==> src/rtl/core/kpa_pkg.sv <==
package kpa_pkg;

  typedef struct packed {
    logic [63:0] function_address;
    logic [31:0] call_count;
    logic [15:0] reentrance_peak;
    logic [47:0] inclusive_ticks;
    logic [47:0] exclusive_ticks;
    logic        batch_last;
  } kpa_in_t;

  typedef struct packed {
    logic [5:0]  entry_index;
    logic        inserted;
    logic        dropped;
    logic [63:0] total_calls;
    logic [15:0] total_reentrance;
    logic [63:0] total_inclusive;
    logic [63:0] total_exclusive;
    logic        batch_new;
  } kpa_out_t;

  // Back end sequencing
  typedef enum logic [2:0] {S_IDLE, S_SCAN, S_FETCH, S_RMW, S_OUT} kpa_back_st_t;

  localparam int unsigned IdxOutW = 6;

  function automatic logic [63:0] sat_add64(input logic [63:0] a, input logic [63:0] b);
    logic [64:0] s;
    s = {1'b0, a} + {1'b0, b};
    return s[64] ? {64{1'b1}} : s[63:0];
  endfunction

endpackage

==> src/rtl/core/kpa_in_if.sv <==
interface kpa_in_if import kpa_pkg::*; ();
  logic    valid;
  logic    ready;
  kpa_in_t data;
  modport source (output valid, output data, input ready);
  modport sink (input valid, input data, output ready);
endinterface

==> src/rtl/core/kpa_front.sv <==
// Front: hold items in a two-entry queue toward the back end.
module kpa_front import kpa_pkg::*; (
  input  logic    clk,
  input  logic    rst_n,
  kpa_in_if.sink  in_ch,
  output logic    q_valid,
  output kpa_in_t q_data,
  input  logic    q_pop
);
  kpa_in_t mem_r [2];
  logic    wp_r, rp_r;
  logic [1:0] cnt_r;

  assign in_ch.ready = (cnt_r != 2'd2);
  assign q_valid     = (cnt_r != 2'd0);
  assign q_data      = mem_r[rp_r];

  // Advance pointers and count
  always_ff @(posedge clk) begin
    if (!rst_n) begin
      wp_r <= 1'b0; rp_r <= 1'b0; cnt_r <= 2'd0;
    end else begin
      if (in_ch.valid && in_ch.ready) wp_r <= ~wp_r;
      if (q_pop) rp_r <= ~rp_r;
      cnt_r <= cnt_r + 2'(in_ch.valid && in_ch.ready) - 2'(q_pop);
    end
  end

  always_ff @(posedge clk) begin
    if (in_ch.valid && in_ch.ready) mem_r[wp_r] <= in_ch.data;
  end
endmodule

==> src/flat_wrapper.sv <==
// flat-port wrapper written by rule: the top's interface ports become plain ports
module kpa_front_flat import kpa_pkg::*;
  (clk, rst_n, q_valid, q_data, q_pop, in_ch_valid, in_ch_data, in_ch_ready);
  kpa_in_if in_ch_i ();
  input  logic clk;
  input  logic rst_n;
  output logic q_valid;
  output kpa_in_t q_data;
  input  logic q_pop;
  input wire logic [$bits(in_ch_i.valid)-1:0] in_ch_valid;
  input wire logic [$bits(in_ch_i.data)-1:0] in_ch_data;
  output wire logic [$bits(in_ch_i.ready)-1:0] in_ch_ready;
  assign in_ch_i.valid = in_ch_valid;
  assign in_ch_i.data = in_ch_data;
  assign in_ch_ready = in_ch_i.ready;
  kpa_front u_core (.clk(clk), .rst_n(rst_n), .in_ch(in_ch_i), .q_valid(q_valid), .q_data(q_data), .q_pop(q_pop));
endmodule
==> config.mk <==
export PLATFORM = sky130hd
export DESIGN_NAME = kpa_front_flat
export DESIGN_NICKNAME = d
export VERILOG_FILES = /design/src/rtl/core/kpa_pkg.sv /design/src/rtl/core/kpa_in_if.sv /design/src/rtl/core/kpa_front.sv /design/src/flat_wrapper.sv
export SDC_FILE = /design/constraint.sdc
export NUM_CORES = 1
export LEC_CHECK = 0
export ABC_AREA = 1
export BUFFER_PORTS_ARGS = -buffer_cell sky130_fd_sc_hd__clkbuf_2
export CORE_ASPECT_RATIO = 1.5
export CORE_MARGIN = 10
export CORE_UTILIZATION = 50
export DETAILED_ROUTE_END_ITERATION = 7
export PLACE_DENSITY = 0.81
export SETUP_SLACK_MARGIN = 0.05
export SLEW_MARGIN = 40
export SYNTH_ARGS = -nofsm -noshare
export SYNTH_HDL_FRONTEND = slang
export SYNTH_SLANG_ARGS = --single-unit
==> constraint.sdc <==
create_clock -name clk -period 15.9 [get_ports clk]
set_input_delay 3.18 -clock clk [delete_from_list [all_inputs] [get_ports clk]]
set_output_delay 3.18 -clock clk [all_outputs]
set_load 0.02 [all_outputs]
==> results.sh, run 1 <==
export IMPL_status="complete, no violations"
export IMPL_slew_limit_headroom=0.500
export IMPL_grt_usage=0.165
export IMPL_clkTransAtPathRegs_ns=0.06
export IMPL_clock_latency_ns=0.51
export IMPL_syn_inst=684
export IMPL_dp_cells=1500
export IMPL_setup_viol=0
export IMPL_num_vias=7808
export IMPL_cts_setup_buffers=0
export IMPL_clk_path_buf_depth=3
export IMPL_grtUsageMet3=0.0554
export IMPL_ys_seq_area_frac=0.804
export IMPL_clock_sinks=423
export IMPL_gr_max_usage_layer="met2"
export IMPL_syn_nets=898
export IMPL_holdBufCountCts=0
export IMPL_hp_class="reg2reg"
export IMPL_maxCapViolations=0
export IMPL_numCtsBuffers=37
export IMPL_rows=79
export IMPL_clockRootBuffer="clkbuf_16"
export IMPL_gp_congestion=0.778
export IMPL_critPathMaxFanout=82
export IMPL_setup_tns_ns=0
export IMPL_ys_types=14
export IMPL_dpl_hpwl_um=25000
export IMPL_final_core_util=0.626
export IMPL_htreeDepth=2
export IMPL_grt_pass1_wl_um=49000
export IMPL_critPathLaunchType="register"
export IMPL_firstDrtPassIters=4
export IMPL_crit_path_end_kind="output port"
export IMPL_cellPowerDensity_nw_per_um2=129
export IMPL_syn_area_per_cell_um2=23.0
export IMPL_viasPerCell=4.97
export IMPL_crit_required_ns=12.72
export IMPL_arrival_ns=2.63
export IMPL_initial_core_util=0.507
export IMPL_area_delta_synth_final_pct=23.4
export IMPL_worst_slew_pin_slew_ns=0.751
export IMPL_drive_above_1_share=0.597
export IMPL_period_minus_slack_ns=5.81
export IMPL_overflow=0
export IMPL_io_pin_count=424
export IMPL_cts_resized=0
export IMPL_met2_usage=0.306
export IMPL_grt_max_degree=83
export IMPL_ir_drop_mv=0.129
export IMPL_dieWidth_um=165
export IMPL_skew_ns=0.00674
export IMPL_slew_viol_final=0
export IMPL_final_nets=1348
export IMPL_drc=0
export IMPL_synth_area_leader_cell="edfxtp_1"
export IMPL_floorplan_die_area_um2=39100
export IMPL_cts_tree="yes"
export IMPL_ys_warnings_count=0
export IMPL_portBuffers=423
export IMPL_routed_wl_um=34000
export IMPL_die_height_um=237
export IMPL_fillCellCount=2211
export IMPL_report_final_hold_viol_count=0
export IMPL_yosys_top_cells_area="edfxtp_1 80%, mux2_4 9.5%, mux2_2 7.8%"
export IMPL_final_cell_count_no_fill=1571
export IMPL_yosys_register_bits=423
export IMPL_first_iter_violations=421
export IMPL_wl_per_cell_um=21.6
export IMPL_coreArea_um2=31000
export IMPL_antenna_found_initial=7
export IMPL_fmax_ghz=0.172
export IMPL_netlist_area_um2=15700
export IMPL_ant_nets=0
export IMPL_critical_path_class="reg2out"
export IMPL_leakagePower_nw=7.56
export IMPL_post_route_period_util=0.365
export IMPL_grt_pass1_vias=8530
export IMPL_total_power_mw=2.51
export IMPL_grtUsageMet1=0.158
export IMPL_synth_top_area_frac=0.798
export IMPL_rsz0062_at_grt="no"
## flip-flops by register name, summed over array words and instances, names as in the netlist, named ones only
signal        count
u_core.cnt_r      2
u_core.rp_r       1
u_core.mem_r    418
u_core.wp_r       1
## cell usage after synthesis
master	instances
a21oi_1	1
buf_2	10
buf_4	1
buf_6	2
buf_8	10
dfxtp_1	5
edfxtp_1	418
ha_1	1
inv_1	5
mux2_2	109
mux2_4	100
nand2_1	13
nand3_1	1
nor2_1	8
## through the flow
step	hold slack (ns)	instance area, um2	worst slack (ns)
2_1_floorplan	0.463	15700	3.14
3_3_place_gp	0.477	18200	9.85
3_5_place_dp	0.494	18300	10.21
4_1_cts	0.526	19400	9.99
5_1_grt	0.567	19400	9.90
6_report	0.520	19400	10.09
## final cells by class
cell class	count	area, um2	area share
antenna	7	17.5	0.000902
clock inverter	20	119	0.00612
clock buffer	44	952	0.0490
timing repair buffer	434	2300	0.118
tap	405	507	0.0261
inverter	5	18.8	0.000967
sequential	423	12700	0.652
multi-input combinational	233	2850	0.147
## critical path, cell delays in order, from the launching register on
cell	delay, ns
dfxtp_4	0.65
buf_12	0.42
buf_16	0.41
mux2_2	0.39
clkbuf_2	0.17
## metal layers
| metal | vias up | wire, um |
|---|---|---|
| li1 | 3625 | - |
| met1 | 3848 | 11100 |
| met2 | 285 | 19200 |
| met3 | 50 | 2730 |
| met4 | 0 | 983 |
| met5 | - | 0 |
## layout by cell type (no fill, tap or decap), drive strengths merged
cell,n
buf,11
bufinv,1
inv,7
a21oi,1
diode,7
nand2,13
edfxtp,418
clkbuf,467
nor2,8
ha,1
nand3,1
mux2,209
dfxtp,5
clkinv,17
## final timing paths
check | startpoint | end | cells past startpoint | slack (ns)
worst max-delay path | register | q_data[21] | 4 | 10.09
worst min-delay path | u_core.rp_r$_SDFFE_PN0P_ | register | 2 | 0.52
worst max register to register | u_core.cnt_r[0]$_SDFF_PN0_ | u_core.mem_r[1][142]$_DFFE_PP_ | 6 | 13.23
worst min register to register | u_core.rp_r$_SDFFE_PN0P_ | register | 2 | 0.52
## kinds of logic after synthesis
family / count (synthesis) / synth area share
simple gates: 22 / 0.00533
fa+ha+maj: 1 / 0.000795
flops: 423 / 0.804
buf+inv: 28 / 0.0158
compound gates: 1 / 0.000318
mux: 209 / 0.173
## report_power, final
group / switching, mW / internal (mW)
Sequential: 0.0221 / 1.33
Combinational: 0.217 / 0.141
Clock: 0.361 / 0.444
(Power assumes the default switching activity.)
==> run 2, diff against run 1 <==
- ABC_AREA: 1 -> 0
- CORE_UTILIZATION: 50 -> 47
- PLACE_DENSITY: 0.81 -> 0.79
- clock period: 15.9 -> 5.3 ns (I/O delays scaled with it)
==> run 2 against run 1 <==
Net effect:
- hold slack gained 0.067 ns
- count of clock-buffer cells in the layout grew 11
- largest cell class unchanged
- synthesized cell count shrank 1.2%
- clock skew grew 0.0038 ns
- utilization shrank 3.3 points
- via count grew 1.1%
- global-route usage shrank 0.42 points
==> results.sh, run 2 <==
export IMPL_status="complete, no violations"
export IMPL_io_pin_count=424
export IMPL_num_vias=7896
export IMPL_report_final_hold_viol_count=0
export IMPL_viasPerCell=4.99
export IMPL_ys_seq_area_frac=0.803
export IMPL_r2r_end="u_core.mem_r[0][136]$_DFFE_PP_"
export IMPL_slew_limit_headroom=0.515
export IMPL_synth_flop_cell="edfxtp_1"
export IMPL_async_flop_share=0
export IMPL_firstDrtPassIters=5
export IMPL_clk_path_buf_depth=3
export IMPL_slew_viol_final=0
export IMPL_overflow=0
export IMPL_regToRegSetupSlack_ns=3.26
export IMPL_critPathLaunchType="register"
export IMPL_setup_viol=0
export IMPL_htreeDepth=2
export IMPL_top_register="u_core.mem_r"
export IMPL_dpl_hpwl_um=24700
export IMPL_syn_area_per_cell_um2=23.3
export IMPL_cts_resized=0
export IMPL_ant_nets=0
export IMPL_gp_congestion=0.778
export IMPL_timing_rr_start="u_core.cnt_r[0]$_SDFF_PN0_"
export IMPL_netlist_area_um2=15800
export IMPL_post_dp_cell_area_um2=18300
export IMPL_routed_wl_um=34800
export IMPL_worstHoldStart="u_core.rp_r$_SDFFE_PN0P_"
export IMPL_worst_slew_pin_slew_ns=0.728
export IMPL_synth_common_cells="418 x edfxtp_1, 109 x mux2_2, 100 x mux2_4"
export IMPL_syn_inst=676
export IMPL_syn_nets=890
export IMPL_yosys_cell_count_top_type="edfxtp_1"
export IMPL_critPathMaxFanout=67
export IMPL_setup_tns_ns=0
export IMPL_rows=82
export IMPL_final_common_cell="clkbuf_2"
export IMPL_coreArea_um2=33200
export IMPL_leakagePower_nw=7.64
export IMPL_holdBufCountCts=0
export IMPL_yosys_top_cells_area="edfxtp_1 80%, mux2_4 9.5%, mux2_2 7.8%"
export IMPL_portBuffers=423
export IMPL_post_route_period_util=0.659
export IMPL_synth_top_area_frac=0.797
export IMPL_seqCellArea_um2=12700
export IMPL_crit_required_ns=4.24
export IMPL_rr_worst_depth=4
export IMPL_min_to="u_core.rp_r$_SDFFE_PN0P_"
export IMPL_synth_area_leader_cell="edfxtp_1"
export IMPL_skew_ns=0.0106
export IMPL_maxCapViolations=0
export IMPL_drc=0
export IMPL_multi_input_area_um2=2870
export IMPL_final_cell_mix="423 x clkbuf_2, 418 x edfxtp_1, 109 x mux2_2"
export IMPL_rsz0062_at_grt="no"
export IMPL_clock_latency_ns=0.53
export IMPL_hold_depth=2
export IMPL_clkTransAtPathRegs_ns=0.06
export IMPL_hp_class="reg2reg"
export IMPL_numCtsBuffers=39
export IMPL_first_iter_violations=369
export IMPL_ys_types=23
export IMPL_reg_top3="u_core.mem_r: 418 flops, u_core.cnt_r: 2 flops"
export IMPL_grt_usage=0.161
export IMPL_grt_pass1_wl_um=50900
export IMPL_initial_core_util=0.474
export IMPL_period_minus_slack_ns=3.49
export IMPL_ys_warnings_count=0
export IMPL_arrival_ns=2.43
export IMPL_wl_per_cell_um=22.0
export IMPL_dieWidth_um=169
export IMPL_post_route_cell_area_um2=19700
export IMPL_fmax_ghz=0.287
export IMPL_grt_pass1_vias=8500
export IMPL_floorplan_die_area_um2=41400
export IMPL_fillCellCount=2472
export IMPL_antenna_found_initial=7
export IMPL_yosys_register_bits=423
export IMPL_critical_path_class="reg2out"
export IMPL_grt_max_degree=112
export IMPL_synth_edf_count=418
export IMPL_clockRootBuffer="clkbuf_16"
export IMPL_final_core_util=0.592
export IMPL_final_nets=1340
export IMPL_ir_drop_mv=0.323
export IMPL_clock_sinks=423
export IMPL_drive_above_1_share=0.610
export IMPL_crit_path_end_kind="output port"
export IMPL_largest_reg_flops=418
export IMPL_cellPowerDensity_nw_per_um2=414
export IMPL_cts_tree="yes"
export IMPL_cts_setup_buffers=0
export IMPL_area_delta_synth_final_pct=25.0
export IMPL_die_height_um=244
run 2: changes by cell type after synthesis, sizes merged, moves of 2 or more:
cell    delta
nand2b     +2
inv        -3
nor2       -8
and3       +2
and2       +2
mux2i      +2
nand2     -11
run 2: worst max path at each step:
stage	to	cells past startpoint	slack, ns
global placement	q_data[7]	3	2.12
detailed placement	q_data[9]	4	2.31
CTS	q_data[2]	4	1.72
global route	q_data[91]	4	1.68
finish	q_data[26]	4	1.81
floorplan	u_core.mem_r[0][0]$_DFFE_PP_	2	0.60
run 2: area by class of cell:
| class | instances | area share |
|---|---|---|
| clock buffers | 55 | 0.0568 |
| clock inverters | 16 | 0.0120 |
| inverters | 2 | 0.000572 |
| multi-input cells | 228 | 0.146 |
| well taps | 420 | 0.0267 |
| flip-flops and latches | 423 | 0.643 |
| repair buffers | 432 | 0.115 |
| diodes | 5 | 0.000635 |
run 2: per-layer routing:
layer / wire (um) / global-route usage
met2: 18900 / 0.289
met5: 21 / 0
met3: 2540 / 0.0477
met1: 11700 / 0.166
met4: 1570 / 0.0776
run 2: metrics by stage:
stage,power (mW),instances,hold WS [ns],worst slack (ns)
CTS,8.26,1576,0.588,1.72
global route,8.44,1581,0.613,1.68
floorplan,4.91,676,0.555,0.599
detailed placement,5.32,1505,0.570,2.31
finish,8.16,1581,0.586,1.81
global placement,5.29,1504,0.567,2.12
run 2: cell families (layout without fill, tap and decap cells):
logic type | after synthesis | count (layout) | synth area share
AND/OR/NAND/NOR | 11 | 11 | 0.00413
flip-flops | 423 | 423 | 0.803
XOR/XNOR | 1 | 1 | 0.000556
buffers and inverters | 25 | 505 | 0.0151
adder cells (fa/ha/maj) | 1 | 1 | 0.000794
AO/OA/AOI/OAI | 4 | 4 | 0.00191
other | 0 | 5 | 0
multiplexers | 211 | 211 | 0.174
run 2: where the power goes:
group / internal [mW] / switching, mW
Clock: 1.77 / 1.16
Combinational: 0.472 / 0.708
Sequential: 3.98 / 0.0696
run 2: worst max-delay path, stage by stage (launching register included):
cell      delay [ns]
dfxtp_4         0.62
buf_12          0.28
buf_12          0.33
mux2_2          0.39
clkbuf_2        0.18
==> run 3, diff against run 2 <==
- CORE_UTILIZATION: 47 -> 50
- PLACE_DENSITY: 0.79 -> 0.81
- clock period: 5.3 -> 3.6 ns (I/O delays scaled with it)
==> run 3 against run 2 <==
Net effect:
- combinational power grew 49%
- utilization grew 3.6 points
- die area shrank 5.4%
- routed wire length grew 0.69%
- clock power grew 26%
- sequential cell count is the same
- first-iteration DRC count grew 8.4%
- clock skew shrank 0.0019 ns
- register-to-register slack lost 1.6 ns
==> results.sh, run 3 (synthesis gave the netlist of run 2 again) <==
export IMPL_place_ws_ns=1.33
export IMPL_clockRootBuffer="clkbuf_16"
export IMPL_setup_viol=0
export IMPL_ir_drop_mv=0.514
export IMPL_leakagePower_nw=7.54
export IMPL_final_core_util=0.628
export IMPL_rsz0062_at_grt="no"
export IMPL_overflow=0
export IMPL_power_internal_mw=8.67
export IMPL_floorplan_die_area_um2=39200
export IMPL_ant_nets=0
export IMPL_slew_limit_headroom=0.637
export IMPL_skew_ns=0.00863
export IMPL_grt_pass1_vias=8599
export IMPL_dpl_hpwl_um=25900
export IMPL_holdBufCountCts=0
export IMPL_slew_viol_final=0
export IMPL_viasPerCell=5.10
export IMPL_report_final_hold_viol_count=0
export IMPL_cts_setup_buffers=0
export IMPL_fmax_ghz=0.360
export IMPL_critPathLaunchType="register"
export IMPL_hp_class="in2reg"
export IMPL_area_delta_synth_final_pct=23.7
export IMPL_status="complete, no violations"
export IMPL_crit_required_ns=2.88
export IMPL_htreeDepth=2
export IMPL_cellPowerDensity_nw_per_um2=585
export IMPL_final_cell_mix="423 x clkbuf_2, 418 x edfxtp_1, 109 x mux2_2"
export IMPL_combPwrFrac=0.155
export IMPL_setup_slack_ns=0.822
export IMPL_worst_slew_pin_slew_ns=0.545
export IMPL_arrival_ns=2.06
export IMPL_maxCapViolations=0
export IMPL_clock_latency_ns=0.51
export IMPL_cts_tree="yes"
export IMPL_clock_power_share=0.323
export IMPL_seqCellArea_um2=12700
export IMPL_gp_congestion=0.797
export IMPL_drc=0
export IMPL_p_switching_mw=2.73
export IMPL_total_power_mw=11.4
export IMPL_pwr_share_seq=0.522
export IMPL_num_vias=7987
export IMPL_multi_input_area_um2=2870
export IMPL_top_register="u_core.mem_r"
export IMPL_grt_usage=0.172
export IMPL_coreArea_um2=31000
export IMPL_drive_above_1_share=0.602
export IMPL_clkTransAtPathRegs_ns=0.06
export IMPL_critical_path_class="reg2out"
export IMPL_crit_path_end_kind="output port"
export IMPL_grt_pass1_wl_um=50900
export IMPL_clock_sinks=423
export IMPL_reg_top3="u_core.mem_r: 418 flops, u_core.cnt_r: 2 flops"
export IMPL_wl_per_cell_um=22.4
export IMPL_die_height_um=237
export IMPL_firstDrtPassIters=4
export IMPL_fillCellCount=2160
export IMPL_cts_resized=0
export IMPL_period_minus_slack_ns=2.78
export IMPL_final_common_cell="clkbuf_2"
export IMPL_dieWidth_um=165
export IMPL_switching_share=0.240
export IMPL_grt_max_degree=90
export IMPL_clk_path_buf_depth=3
export IMPL_rows=79
export IMPL_largest_reg_flops=418
export IMPL_initial_core_util=0.508
export IMPL_antenna_found_initial=9
export IMPL_routed_wl_um=35000
export IMPL_numCtsBuffers=37
export IMPL_critPathMaxFanout=27
export IMPL_first_iter_violations=400
export IMPL_post_route_period_util=0.772
export IMPL_final_nets=1342
export IMPL_portBuffers=423
export IMPL_io_pin_count=424
==> run 3: cell types whose count changed in the layout (fill, tap and decap cells not counted), sizes merged <==
cell      change
clkbuf        -6
buf           +4
clkinv        +4
bufinv        -3
diode         +2
clkinvlp      -1
inv           -1
==> run 3: power by group through the flow <==
stage	Combinational [mW]	Clock, mW	Sequential, mW
after floorplan	1.16	0	6.07
after CTS	1.79	3.78	5.96
final	1.76	3.69	5.95
after global routing	1.87	3.96	5.98
after global placement	1.76	0	6.03
after detailed placement	1.79	0	6.06
==> run 3: area by class of cell <==
cell class	instances	share of cell area
tap	405	0.0260
multi-input combinational	228	0.147
sequential	423	0.649
timing repair buffer	436	0.119
inverter	2	0.000578
clock inverter	15	0.00751
clock buffer	49	0.0498
antenna	7	0.000899
==> run 3: critical path: stages, from the launching register on <==
cell and delay, ns:
dfxtp_4 0.49, buf_4 0.48, mux2_2 0.39, clkbuf_2 0.15
==> run 3: metrics by stage <==
step / hold WS (ns) / area, um2 / TNS (ns) / std cells
6_report: 0.395 / 19500 / 0 / 1565
5_1_grt: 0.370 / 19500 / 0 / 1565
4_1_cts: 0.363 / 19500 / 0 / 1558
3_5_place_dp: 0.570 / 18400 / 0 / 1494
3_3_place_gp: 0.565 / 18400 / 0 / 1494
2_1_floorplan: 0.555 / 15800 / -184.20 / 676
==> run 3: path summary, 6_finish.rpt <==
check | startpoint | endpoint | slack [ns] | depth (start not counted)
setup reg to reg | u_core.cnt_r[0]$_SDFF_PN0_ | u_core.mem_r[1][29]$_DFFE_PP_ | 1.62 | 3
hold / removal | in_ch_data[183] | u_core.mem_r[1][183]$_DFFE_PP_ | 0.40 | 1
setup / recovery | register | q_data[67] | 0.82 | 3
hold reg to reg | u_core.rp_r$_SDFFE_PN0P_ | register | 0.58 | 2
==> run 3: layer usage <==
metal / vias up / part of all wire / GRT usage
met2: 318 / 0.55 / 0.313
met3: 70 / 0.084 / 0.0535
met1: 3980 / 0.33 / 0.175
met5: - / 0.00040 / 0
li1: 3615 / - / -
met4: 4 / 0.038 / 0.0794
